`src/sv/fdly_pkg.sv`:
```
`default_nettype none
// ----------------------------------------------------------------------------
// fdly_pkg
// Shared types and constants of the two-tap feedback delay: register map,
// field widths, reset values of the configuration registers.
// ----------------------------------------------------------------------------
package fdly_pkg;

  localparam int RING_DEPTH_DEF  = 262144;
  localparam int SAMPLE_BITS_DEF = 24;

  localparam int CFG_IDX_W  = 3;
  localparam int CFG_DATA_W = 18;
  localparam int DELAY_W    = 18;
  localparam int GAIN_W     = 16;
  localparam int COEF_W     = 16;
  localparam int FILT_W     = 32;
  // multiplier coefficient operand: Q1.15 gain up to unity, or sign-extended Q2.14
  localparam int OPB_W      = 17;

  localparam logic [OPB_W-1:0] UNITY = 17'd32768;

  typedef enum logic [CFG_IDX_W-1:0] {
    REG_TOTAL_DELAY   = 3'd0,
    REG_TAP_DELAY     = 3'd1,
    REG_FEEDBACK_GAIN = 3'd2,
    REG_WET_DRY       = 3'd3,
    REG_TAP_MIX       = 3'd4,
    REG_COEF_B0       = 3'd5,
    REG_COEF_B1       = 3'd6,
    REG_COEF_A1       = 3'd7
  } cfg_reg_e;

  typedef struct packed {
    logic        [DELAY_W-1:0] total_delay;
    logic        [DELAY_W-1:0] tap_delay;
    logic        [GAIN_W-1:0]  feedback_gain;
    logic        [GAIN_W-1:0]  wet_dry;
    logic        [GAIN_W-1:0]  tap_mix;
    logic signed [COEF_W-1:0]  coef_b0;
    logic signed [COEF_W-1:0]  coef_b1;
    logic signed [COEF_W-1:0]  coef_a1;
  } cfg_t;

  localparam cfg_t CFG_RESET = '{
    total_delay:   18'd72000,
    tap_delay:     18'd36000,
    feedback_gain: 16'd16384,
    wet_dry:       16'd16384,
    tap_mix:       16'd16384,
    coef_b0:       16'sd1907,
    coef_b1:       16'sd1907,
    coef_a1:       -16'sd12571
  };

endpackage : fdly_pkg
`default_nettype wire

```
`src/sv/fdly_core.sv`:
```
`default_nettype none
// ----------------------------------------------------------------------------
// fdly_core
// Sample sequencer: one shared multiplier steps through feedback, both tap
// lowpass filters, tap crossfade and wet/dry blend; drives the ring port
// and holds the result in an output register.
// ----------------------------------------------------------------------------
module fdly_core
  import fdly_pkg::*;
#(
  parameter int RING_DEPTH  = RING_DEPTH_DEF,
  parameter int SAMPLE_BITS = SAMPLE_BITS_DEF
) (
  input  wire logic                          clk_i,
  input  wire logic                          rst_ni,
  input  wire logic                          run_i,
  input  wire cfg_t                          cfg_i,
  input  wire logic                          in_valid_i,
  output logic                               in_ready_o,
  input  wire logic signed [SAMPLE_BITS-1:0] in_sample_i,
  output logic                               out_valid_o,
  input  wire logic                          out_ready_i,
  output logic signed [SAMPLE_BITS-1:0]      out_sample_o,
  output logic                               ring_we_o,
  output logic [$clog2(RING_DEPTH)-1:0]      ring_addr_o,
  output logic [SAMPLE_BITS-1:0]             ring_wdata_o,
  input  wire logic [SAMPLE_BITS-1:0]        ring_rdata_i
);

  localparam int SW     = SAMPLE_BITS;
  localparam int ADDR_W = $clog2(RING_DEPTH);
  localparam int P_W    = SW + OPB_W;
  localparam int WIDE_W = (SW + 19 > FILT_W + 2) ? SW + 19 : FILT_W + 2;

  localparam logic signed [WIDE_W-1:0] S_MAX = {{(WIDE_W-SW+1){1'b0}}, {(SW-1){1'b1}}};
  localparam logic signed [WIDE_W-1:0] S_MIN = {{(WIDE_W-SW+1){1'b1}}, {(SW-1){1'b0}}};
  localparam logic signed [WIDE_W-1:0] F_MAX =
    {{(WIDE_W-FILT_W+1){1'b0}}, {(FILT_W-1){1'b1}}};
  localparam logic signed [WIDE_W-1:0] F_MIN =
    {{(WIDE_W-FILT_W+1){1'b1}}, {(FILT_W-1){1'b0}}};

  typedef enum logic [14:0] {
    S_IDLE = 15'h0001,
    S_FB   = 15'h0002,
    S_RDM  = 15'h0004,
    S_RDT  = 15'h0008,
    S_YM   = 15'h0010,
    S_SM1  = 15'h0020,
    S_SM2  = 15'h0040,
    S_YT   = 15'h0080,
    S_ST1  = 15'h0100,
    S_ST2  = 15'h0200,
    S_MX1  = 15'h0400,
    S_MX2  = 15'h0800,
    S_WD   = 15'h1000,
    S_WX1  = 15'h2000,
    S_OUT  = 15'h4000
  } seq_state_e;

  function automatic logic signed [WIDE_W-1:0] rnd_sh(
    input logic signed [WIDE_W-1:0] v,
    input int unsigned              sh
  );
    logic signed [WIDE_W-1:0] half;
    logic signed [WIDE_W-1:0] t;
    half = WIDE_W'(1) << (sh - 1);
    t    = v + half;
    return t >>> sh;
  endfunction

  function automatic logic signed [SW-1:0] sat_s(input logic signed [WIDE_W-1:0] v);
    logic signed [SW-1:0] r;
    if (v > S_MAX) begin
      r = S_MAX[SW-1:0];
    end else if (v < S_MIN) begin
      r = S_MIN[SW-1:0];
    end else begin
      r = v[SW-1:0];
    end
    return r;
  endfunction

  function automatic logic signed [FILT_W-1:0] sat_f(input logic signed [WIDE_W-1:0] v);
    logic signed [FILT_W-1:0] r;
    if (v > F_MAX) begin
      r = F_MAX[FILT_W-1:0];
    end else if (v < F_MIN) begin
      r = F_MIN[FILT_W-1:0];
    end else begin
      r = v[FILT_W-1:0];
    end
    return r;
  endfunction

  function automatic logic [OPB_W-1:0] gain_lim(input logic [GAIN_W-1:0] g);
    logic [OPB_W-1:0] ge;
    ge = {1'b0, g};
    return (ge > UNITY) ? UNITY : ge;
  endfunction

  seq_state_e state_q, state_d;

  logic [ADDR_W-1:0]            wi_q;
  logic signed [SW-1:0]         last_q, last_d;
  logic signed [FILT_W-1:0]     sm_q, sm_d, st_q, st_d;
  logic                         out_valid_q, out_valid_d;
  logic signed [SW-1:0]         out_q;
  logic signed [SW-1:0]         x_q, tm_q, tt_q, ym_q, yt_q;
  logic signed [P_W-1:0]        p_q;
  logic signed [WIDE_W-1:0]     acc_q;

  logic signed [SW-1:0]         mul_a;
  logic signed [OPB_W-1:0]      mul_b;
  logic signed [P_W-1:0]        prod;
  logic signed [WIDE_W-1:0]     p_wide;
  logic signed [SW-1:0]         w_val, ym_val, yt_val, d_val, o_val;
  logic signed [FILT_W-1:0]     s_val;

  logic [OPB_W-1:0]             fb_g, wet_g, mix_g, wet_c, mix_c;
  logic signed [OPB_W-1:0]      b0_op, b1_op, a1_op;
  logic [ADDR_W-1:0]            rd_main, rd_tap;
  logic                         accept, out_load;

  assign fb_g  = gain_lim(cfg_i.feedback_gain);
  assign wet_g = gain_lim(cfg_i.wet_dry);
  assign mix_g = gain_lim(cfg_i.tap_mix);
  assign wet_c = UNITY - wet_g;
  assign mix_c = UNITY - mix_g;
  assign b0_op = {cfg_i.coef_b0[COEF_W-1], cfg_i.coef_b0};
  assign b1_op = {cfg_i.coef_b1[COEF_W-1], cfg_i.coef_b1};
  assign a1_op = {cfg_i.coef_a1[COEF_W-1], cfg_i.coef_a1};

  // delays wrap modulo 2**ADDR_W, the ring depth when that is a power of two
  assign rd_main = wi_q - ADDR_W'(cfg_i.total_delay);
  assign rd_tap  = wi_q - ADDR_W'(cfg_i.tap_delay);

  assign in_ready_o = (state_q == S_IDLE) && run_i;
  assign accept     = in_valid_i && in_ready_o;
  assign out_load   = (state_q == S_OUT) && (!out_valid_q || out_ready_i);

  assign p_wide = WIDE_W'(p_q);
  assign w_val  = sat_s(WIDE_W'(x_q) + rnd_sh(p_wide, 15));
  assign ym_val = sat_s(rnd_sh(p_wide, 14) + WIDE_W'(sm_q));
  assign yt_val = sat_s(rnd_sh(p_wide, 14) + WIDE_W'(st_q));
  assign s_val  = sat_f(rnd_sh(acc_q - p_wide, 14));
  assign d_val  = sat_s(rnd_sh(acc_q + p_wide, 15));
  assign o_val  = d_val;

  // operand select of the shared multiplier
  always_comb begin
    mul_a = x_q;
    mul_b = $signed(wet_c);
    case (state_q)
      S_IDLE: begin
        mul_a = last_q;
        mul_b = $signed(fb_g);
      end
      S_RDT: begin
        mul_a = $signed(ring_rdata_i);
        mul_b = b0_op;
      end
      S_YM: begin
        mul_a = tm_q;
        mul_b = b1_op;
      end
      S_SM1: begin
        mul_a = ym_q;
        mul_b = a1_op;
      end
      S_SM2: begin
        mul_a = tt_q;
        mul_b = b0_op;
      end
      S_YT: begin
        mul_a = tt_q;
        mul_b = b1_op;
      end
      S_ST1: begin
        mul_a = yt_q;
        mul_b = a1_op;
      end
      S_ST2: begin
        mul_a = ym_q;
        mul_b = $signed(mix_c);
      end
      S_MX1: begin
        mul_a = yt_q;
        mul_b = $signed(mix_g);
      end
      S_WD: begin
        mul_a = last_q;
        mul_b = $signed(wet_g);
      end
      default: begin
        mul_a = x_q;
        mul_b = $signed(wet_c);
      end
    endcase
  end

  assign prod = P_W'(mul_a) * P_W'(mul_b);

  // ring port: write the feedback sum, then read main and second tap
  always_comb begin
    ring_we_o    = 1'b0;
    ring_addr_o  = wi_q;
    ring_wdata_o = w_val;
    case (state_q)
      S_FB:    ring_we_o   = 1'b1;
      S_RDM:   ring_addr_o = rd_main;
      S_RDT:   ring_addr_o = rd_tap;
      default: ring_addr_o = wi_q;
    endcase
  end

  always_comb begin
    state_d     = state_q;
    last_d      = last_q;
    sm_d        = sm_q;
    st_d        = st_q;
    out_valid_d = out_valid_q;
    if (out_ready_i) begin
      out_valid_d = 1'b0;
    end
    case (state_q)
      S_IDLE:  if (accept) state_d = S_FB;
      S_FB:    state_d = S_RDM;
      S_RDM:   state_d = S_RDT;
      S_RDT:   state_d = S_YM;
      S_YM:    state_d = S_SM1;
      S_SM1:   state_d = S_SM2;
      S_SM2: begin
        sm_d    = s_val;
        state_d = S_YT;
      end
      S_YT:    state_d = S_ST1;
      S_ST1:   state_d = S_ST2;
      S_ST2: begin
        st_d    = s_val;
        state_d = S_MX1;
      end
      S_MX1:   state_d = S_MX2;
      S_MX2: begin
        last_d  = d_val;
        state_d = S_WD;
      end
      S_WD:    state_d = S_WX1;
      S_WX1:   state_d = S_OUT;
      S_OUT: begin
        // hold until the output register is free
        if (out_load) begin
          out_valid_d = 1'b1;
          state_d     = S_IDLE;
        end
      end
      default: state_d = S_IDLE;
    endcase
  end

  always_ff @(posedge clk_i or negedge rst_ni) begin
    if (!rst_ni) begin
      state_q     <= S_IDLE;
      wi_q        <= '0;
      last_q      <= '0;
      sm_q        <= '0;
      st_q        <= '0;
      out_valid_q <= 1'b0;
    end else begin
      state_q     <= state_d;
      last_q      <= last_d;
      sm_q        <= sm_d;
      st_q        <= st_d;
      out_valid_q <= out_valid_d;
      if (out_load) begin
        wi_q <= wi_q + 1'b1;
      end
    end
  end

  always_ff @(posedge clk_i) begin
    if (state_q != S_OUT) begin
      p_q <= prod;
    end
    if (accept) begin
      x_q <= in_sample_i;
    end
    if (state_q == S_RDT) begin
      tm_q <= $signed(ring_rdata_i);
    end
    if (state_q == S_YM) begin
      ym_q <= ym_val;
      tt_q <= $signed(ring_rdata_i);
    end
    if (state_q == S_YT) begin
      yt_q <= yt_val;
    end
    if (state_q == S_SM1 || state_q == S_ST1 || state_q == S_MX1 || state_q == S_WX1) begin
      acc_q <= p_wide;
    end
    if (out_load) begin
      out_q <= o_val;
    end
  end

  assign out_valid_o  = out_valid_q;
  assign out_sample_o = out_q;

endmodule : fdly_core
`default_nettype wire

```
`config.mk`:
```
export PLATFORM = sky130hd
export DESIGN_NAME = fdly_core
export DESIGN_NICKNAME = d
export VERILOG_FILES = /design/src/sv/fdly_pkg.sv /design/src/sv/fdly_core.sv
export SDC_FILE = /design/constraint.sdc
export NUM_CORES = 2
export LEC_CHECK = 0
export ABC_AREA = 1
export BUFFER_PORTS_ARGS = -buffer_cell sky130_fd_sc_hd__buf_2
export CORE_ASPECT_RATIO = 0.75
export CORE_UTILIZATION = 45
export DETAILED_ROUTE_END_ITERATION = 10
export PLACE_DENSITY = 0.69
export SYNTH_ARGS = -nofsm -noshare
export SYNTH_HDL_FRONTEND = slang
export SYNTH_SLANG_ARGS = --single-unit
```
`constraint.sdc`:
```
create_clock -name clk_i -period 10.22 [get_ports clk_i]
set_input_delay 0.511 -clock clk_i [delete_from_list [all_inputs] [get_ports clk_i]]
set_output_delay 0.511 -clock clk_i [all_outputs]
set_load 0.02 [all_outputs]
```
After elaboration in Yosys (flattened, before gate mapping) --
Index checks and enable logic that the tools add are counted.
Storage, ports and cells: flip-flop bits (word level) 348, input bits 185, output and inout bits 69, word-level logic and storage cells 97
Cells by class: add/subtract/negate cells 14, $mul 1, order comparisons 13, equal/unequal tests 18, muxes and demuxes 21, reductions and logical operators 16
Operator list (count):
- $pmux 15 s15 | 1
- $mux 24 | 6
- $pmux 24 s6 | 1
- $pmux 17 s7 | 1
- $add 28x32->33 | 2
- $gt 33x24->1 const B | 2
- $lt 33x24->1 const B | 2
- $mux 32 | 2
- $gt 28x24->1 const B | 2
- $lt 28x24->1 const B | 2
- $gt 16x16->1 const B | 3
- $mux 16 | 3
- $add 42x15->43 const B | 1
- $add 42x16->43 const B | 1
- $add 41x15->42 const B | 1
- $add 41x16->42 const B | 1
- $add 41x41->42 | 1
- $sub 41x41->42 | 1
- $mul 24x17->41 | 1
- $pmux 18 s2 | 1
- $sub 18x18->18 | 2
- $sub 16x16->17 const A | 2
- $gt 29x32->1 const B | 1
- $lt 29x32->1 const B | 1
- other kinds (26) | 42

Depth between registers and ports, before layout --
depth in word-level cells 5, mapped depth 41, depth with buffers taken out 40

Least setup slack after synthesis --
OpenSTA, ideal clock, no wires.
kind reg-to-reg, from register state_q[8], to register p_q[27], data pin, library setup time 0.265 ns, arrival time 8.058 ns, data required time 9.955 ns, path slack 1.897 ns, stages on the path, launching flop included 32, path buffers 2, period minus slack after synthesis 8.323 ns, path through dfrtp_1 -> nor2_1 -> nand2_1 -> nor2_4 -> nand2_1 -> inv_1 -> buf_2 -> clkbuf_1 -> nand2_1 -> nand4_1 -> o21ai_2 -> inv_2 -> nand3_1 -> fa_1 -> inv_1 -> fa_1 -> inv_1 -> fa_1 -> inv_1 -> fa_1 -> inv_1 -> fa_1 -> inv_1 -> fa_1 -> ha_1 -> a21oi_1 -> o21ai_0 -> a21oi_1 -> o21ai_0 -> a21oi_1 -> o21ai_0 -> xor2_1
On the way: cells in the longest elaborated chain, start to end 4, elaborated cells between the ends (all ways) 20, those cells by class mul (1); eq/ne (10); mux (2); reduce/logical (7)
RTL lines:
- start: declaration | RTL line fdly_core.sv:101 | seq_state_e state_q, state_d;
- start signal: assignment | RTL line fdly_core.sv:269 | state_q <= state_d;
- $eq 15x6->1, or another cell as far along | RTL line fdly_core.sv:153 | case (state_q)
- $reduce_or 2->1 (no source line)
- $pmux 17 s7 / $pmux 24 s6 (equally long branches) | RTL line fdly_core.sv:153
- $mul 24x17->41 (*) | RTL line fdly_core.sv:201 | assign prod = P_W'(mul_a) * P_W'(mul_b);
- via prod[27] | RTL line fdly_core.sv:114 | logic signed [P_W-1:0] prod;
- end signal: assignment | RTL line fdly_core.sv:282 | p_q <= prod;
- end: declaration | RTL line fdly_core.sv:109 | logic signed [P_W-1:0] p_q;
Mark *: on every way through the listed nets, which the timed path passes. The rest lies on a longest branch. A chain may end at the register's enable or synchronous reset.

Worst setup path after layout --
from register state_q[7], to register p_q[40], data pin
Same word-level chain as after synthesis.

==> metrics.md <==
| Metric | Value |
|---|---|
| Status | completed |
| Mean Syn Cell Area | 7.50 um2 |
| Buf/Inv on CP | 3 |
| DRC violations left | 0 |
| Routed Antenna Nets | 0 |
| Crit-path leading delay family | simple AND/OR/NAND/NOR gates |
| CP endpoint kind | flip-flop |
| M1 wire length | 82.3 mm |
| FILL cells | 9771 |
| Max Cap Violations | 0 |
| Crit-path slowest cell | fa_1 |
| Startpoint Class | flip-flop |
| GR Util All Layers | 0.354 |
| Crit path kind | flip-flop to flip-flop |
| Final Hold Viols | 0 |
| Ys async rst share | 0.343 |
| Final Max Tran Viols | 0 |
| Synthesized area | 44400 um2 |
| Core Box Area | 97500 um2 |
| Post-layout util | 0.500 |
| Area grow syn2layout | 9.68% |
| Uppermost layer routed | met5 |
| Synth Register Bits | 344 |
| Post-CTS Resized | 0 |
| Max Fclk | 107 MHz |
| Post-route clock skew | 0.0548 ns |
| Slew of the pin with the lowest slew margin | 1.14 ns |
| Reg2reg setup slack | 0.84 ns |
| H-tree depth | 2 |
| RSZ-0062 raised after global routing | no |
| Syn Nets | 6880 |
| WL/cell | 23.9 um |
| DR iter-0 viols | 5202 |
| Seq/Total Area, Yosys | 0.219 |
| DP HPWL | 152 mm |
| Global-route wire length before repair | 261 mm |
| Worst-Skew Late Latency | 0.63 ns |
| Initial antenna violation count | 12 |
| Most frequent cells in the layout | nand2_1 (1534), inv_1 (983), nor2_1 (626) |
| Commonest non-fill, non-tap cell in the layout | nand2_1 |
| Vias per std cell | 5.67 |
| Root buffer cell | clkbuf_16 |
| Routed wire length | 179 mm |
| Final global-route overflow total | 0 |
| Slew margin rel. | 0.237 |
| I/O Pins | 254 |
| Setup TNS | 0 ns |
| Crit-path most repeated cell | nand2_1 |
| Initial Util | 0.455 |
| Inserted Clock Buffers | 41 |
| Hold_buf cts | 1 |
| Crit Path Max Fanout | 17 |
| CTS tree | done |
| Rows | 99 |
| Met3 wire len | 23.6 mm |
| Clock Path Buffers | 3 |
| Reg clk slew, reported paths | 0.06 ns |
| Port Buffers | 253 |
| Number of detailed-route iterations in the first pass | 8 |
| EDFF count, synth | 226 |
| Synth Instances | 5923 |
| Synth cell types | 64 |
| Largest net degree at the start of global routing | 72 |
| Placer Congestion | 1.10 |
| Die width | 365 um |
| Yosys warning total | 0 |
| Minimum clock period | 9.38 ns |
| Vias | 42600 |
| Number of global-route vias before repair | 39700 |
| Postcts setup bufs | 0 |
| Most used DFF post-synth | edfxtp_1 |
| Share of layout cells above drive strength 1 | 0.0794 |
| Critical Path AT | 9.81 ns |
| Hold Path Class | input pin to flip-flop |
| Final layout net count | 7121 |
| Slowest stage delay, CP | 0.74 ns |
| Final setup violation count | 0 |
| Fin crit share | 0.918 |
| Met2 wire len | 70.0 mm |
| WP data required | 10.65 ns |
| Die height | 274 um |
| Die ar. | 99900 um2 |
| Clock sinks | 344 |
[path summary, 6_finish.rpt]
kind	end	cells after the start	from
setup reg to reg	p_q[40]	30	state_q[7]
hold / removal	x_q[11]	1	in_sample_i[11]
min in group asynchronous	wi_q[8]	2	rst_ni
hold reg to reg	last_q[12]	2	last_q[12]
setup / recovery	p_q[40]	30	state_q[7]
max in group asynchronous	st_q[6]	4	rst_ni
[kinds of logic (layout without fill, tap and decap cells)]
group / Yosys count / after routing / share of synthesized area
AND/OR/NAND/NOR: 2740 / 2740 / 0.256
XOR/XNOR: 216 / 216 / 0.0426
other: 0 / 5 / 0
buffers and inverters: 1129 / 1403 / 0.0978
flip-flops: 344 / 344 / 0.219
AO/OA/AOI/OAI: 707 / 707 / 0.0944
adder cells (fa/ha/maj): 772 / 772 / 0.286
multiplexers: 15 / 15 / 0.00338
[cells in the mapped netlist (all sizes together) (9+ instances only)]
master / n / area share
a21boi: 9 / 0.0015
a21o: 25 / 0.0042
a21oi: 282 / 0.032
a22o: 28 / 0.0055
a31oi: 41 / 0.0059
buf: 62 / 0.0075
clkbuf: 52 / 0.0044
dfrtp: 117 / 0.066
edfxtp: 226 / 0.15
fa: 405 / 0.18
ha: 367 / 0.10
inv: 1014 / 0.086
mux2i: 15 / 0.0034
nand2: 1550 / 0.13
nand3: 345 / 0.040
nand3b: 15 / 0.0028
nand4: 70 / 0.010
nor2: 641 / 0.056
nor3: 72 / 0.0088
nor4: 22 / 0.0031
o211ai: 9 / 0.0015
o21a: 18 / 0.0030
o21ai: 230 / 0.030
o21bai: 23 / 0.0039
o22ai: 10 / 0.0014
o31ai: 10 / 0.0017
or2: 14 / 0.0020
xnor2: 66 / 0.013
xor2: 150 / 0.030
[stage by stage]
step / cells / cell area (um2) / hold slack (ns) / worst slack, ns
global route: 7510 / 48700 / 0.0573 / 0.249
detailed placement: 7433 / 47300 / 0.367 / 1.03
CTS: 7510 / 48700 / 0.0458 / 0.974
finish: 7515 / 48700 / 0.0637 / 0.838
floorplan: 5923 / 44400 / 0.215 / 1.90
global placement: 7433 / 47300 / 0.365 / 1.16
[metal layers]
layer  track usage  vias to the layer above
met4        0.0626                        8
met3         0.112                      217
met2         0.474                     2303
met1         0.551                    20700
li1              -                    19300
met5             0                        -
[flip-flops by register name, indices dropped and copies added, names as in the netlist]
name / flops
acc_q: 41
p_q: 41
sm_q: 30
st_q: 30
last_q: 24
out_sample_o: 24
tm_q: 24
tt_q: 24
x_q: 24
ym_q: 24
yt_q: 24
wi_q: 18
state_q: 15
out_valid_o: 1
[cell type report]
cell class,instances,area (um2),share of cell area
Sequential cell,344,9740,0.200
Clock inverter,26,327,0.00671
Tap cell,1313,1640,0.0337
Antenna cell,5,12.5,0.000257
Clock buffer,50,1090,0.0224
Timing Repair Buffer,312,1730,0.0355
Inverter,1015,3810,0.0783
Multi-Input combinational cell,4450,30300,0.623
Power is not shown: default switching activity piles up to over one toggle a cycle in this logic, so the estimate is an artifact.
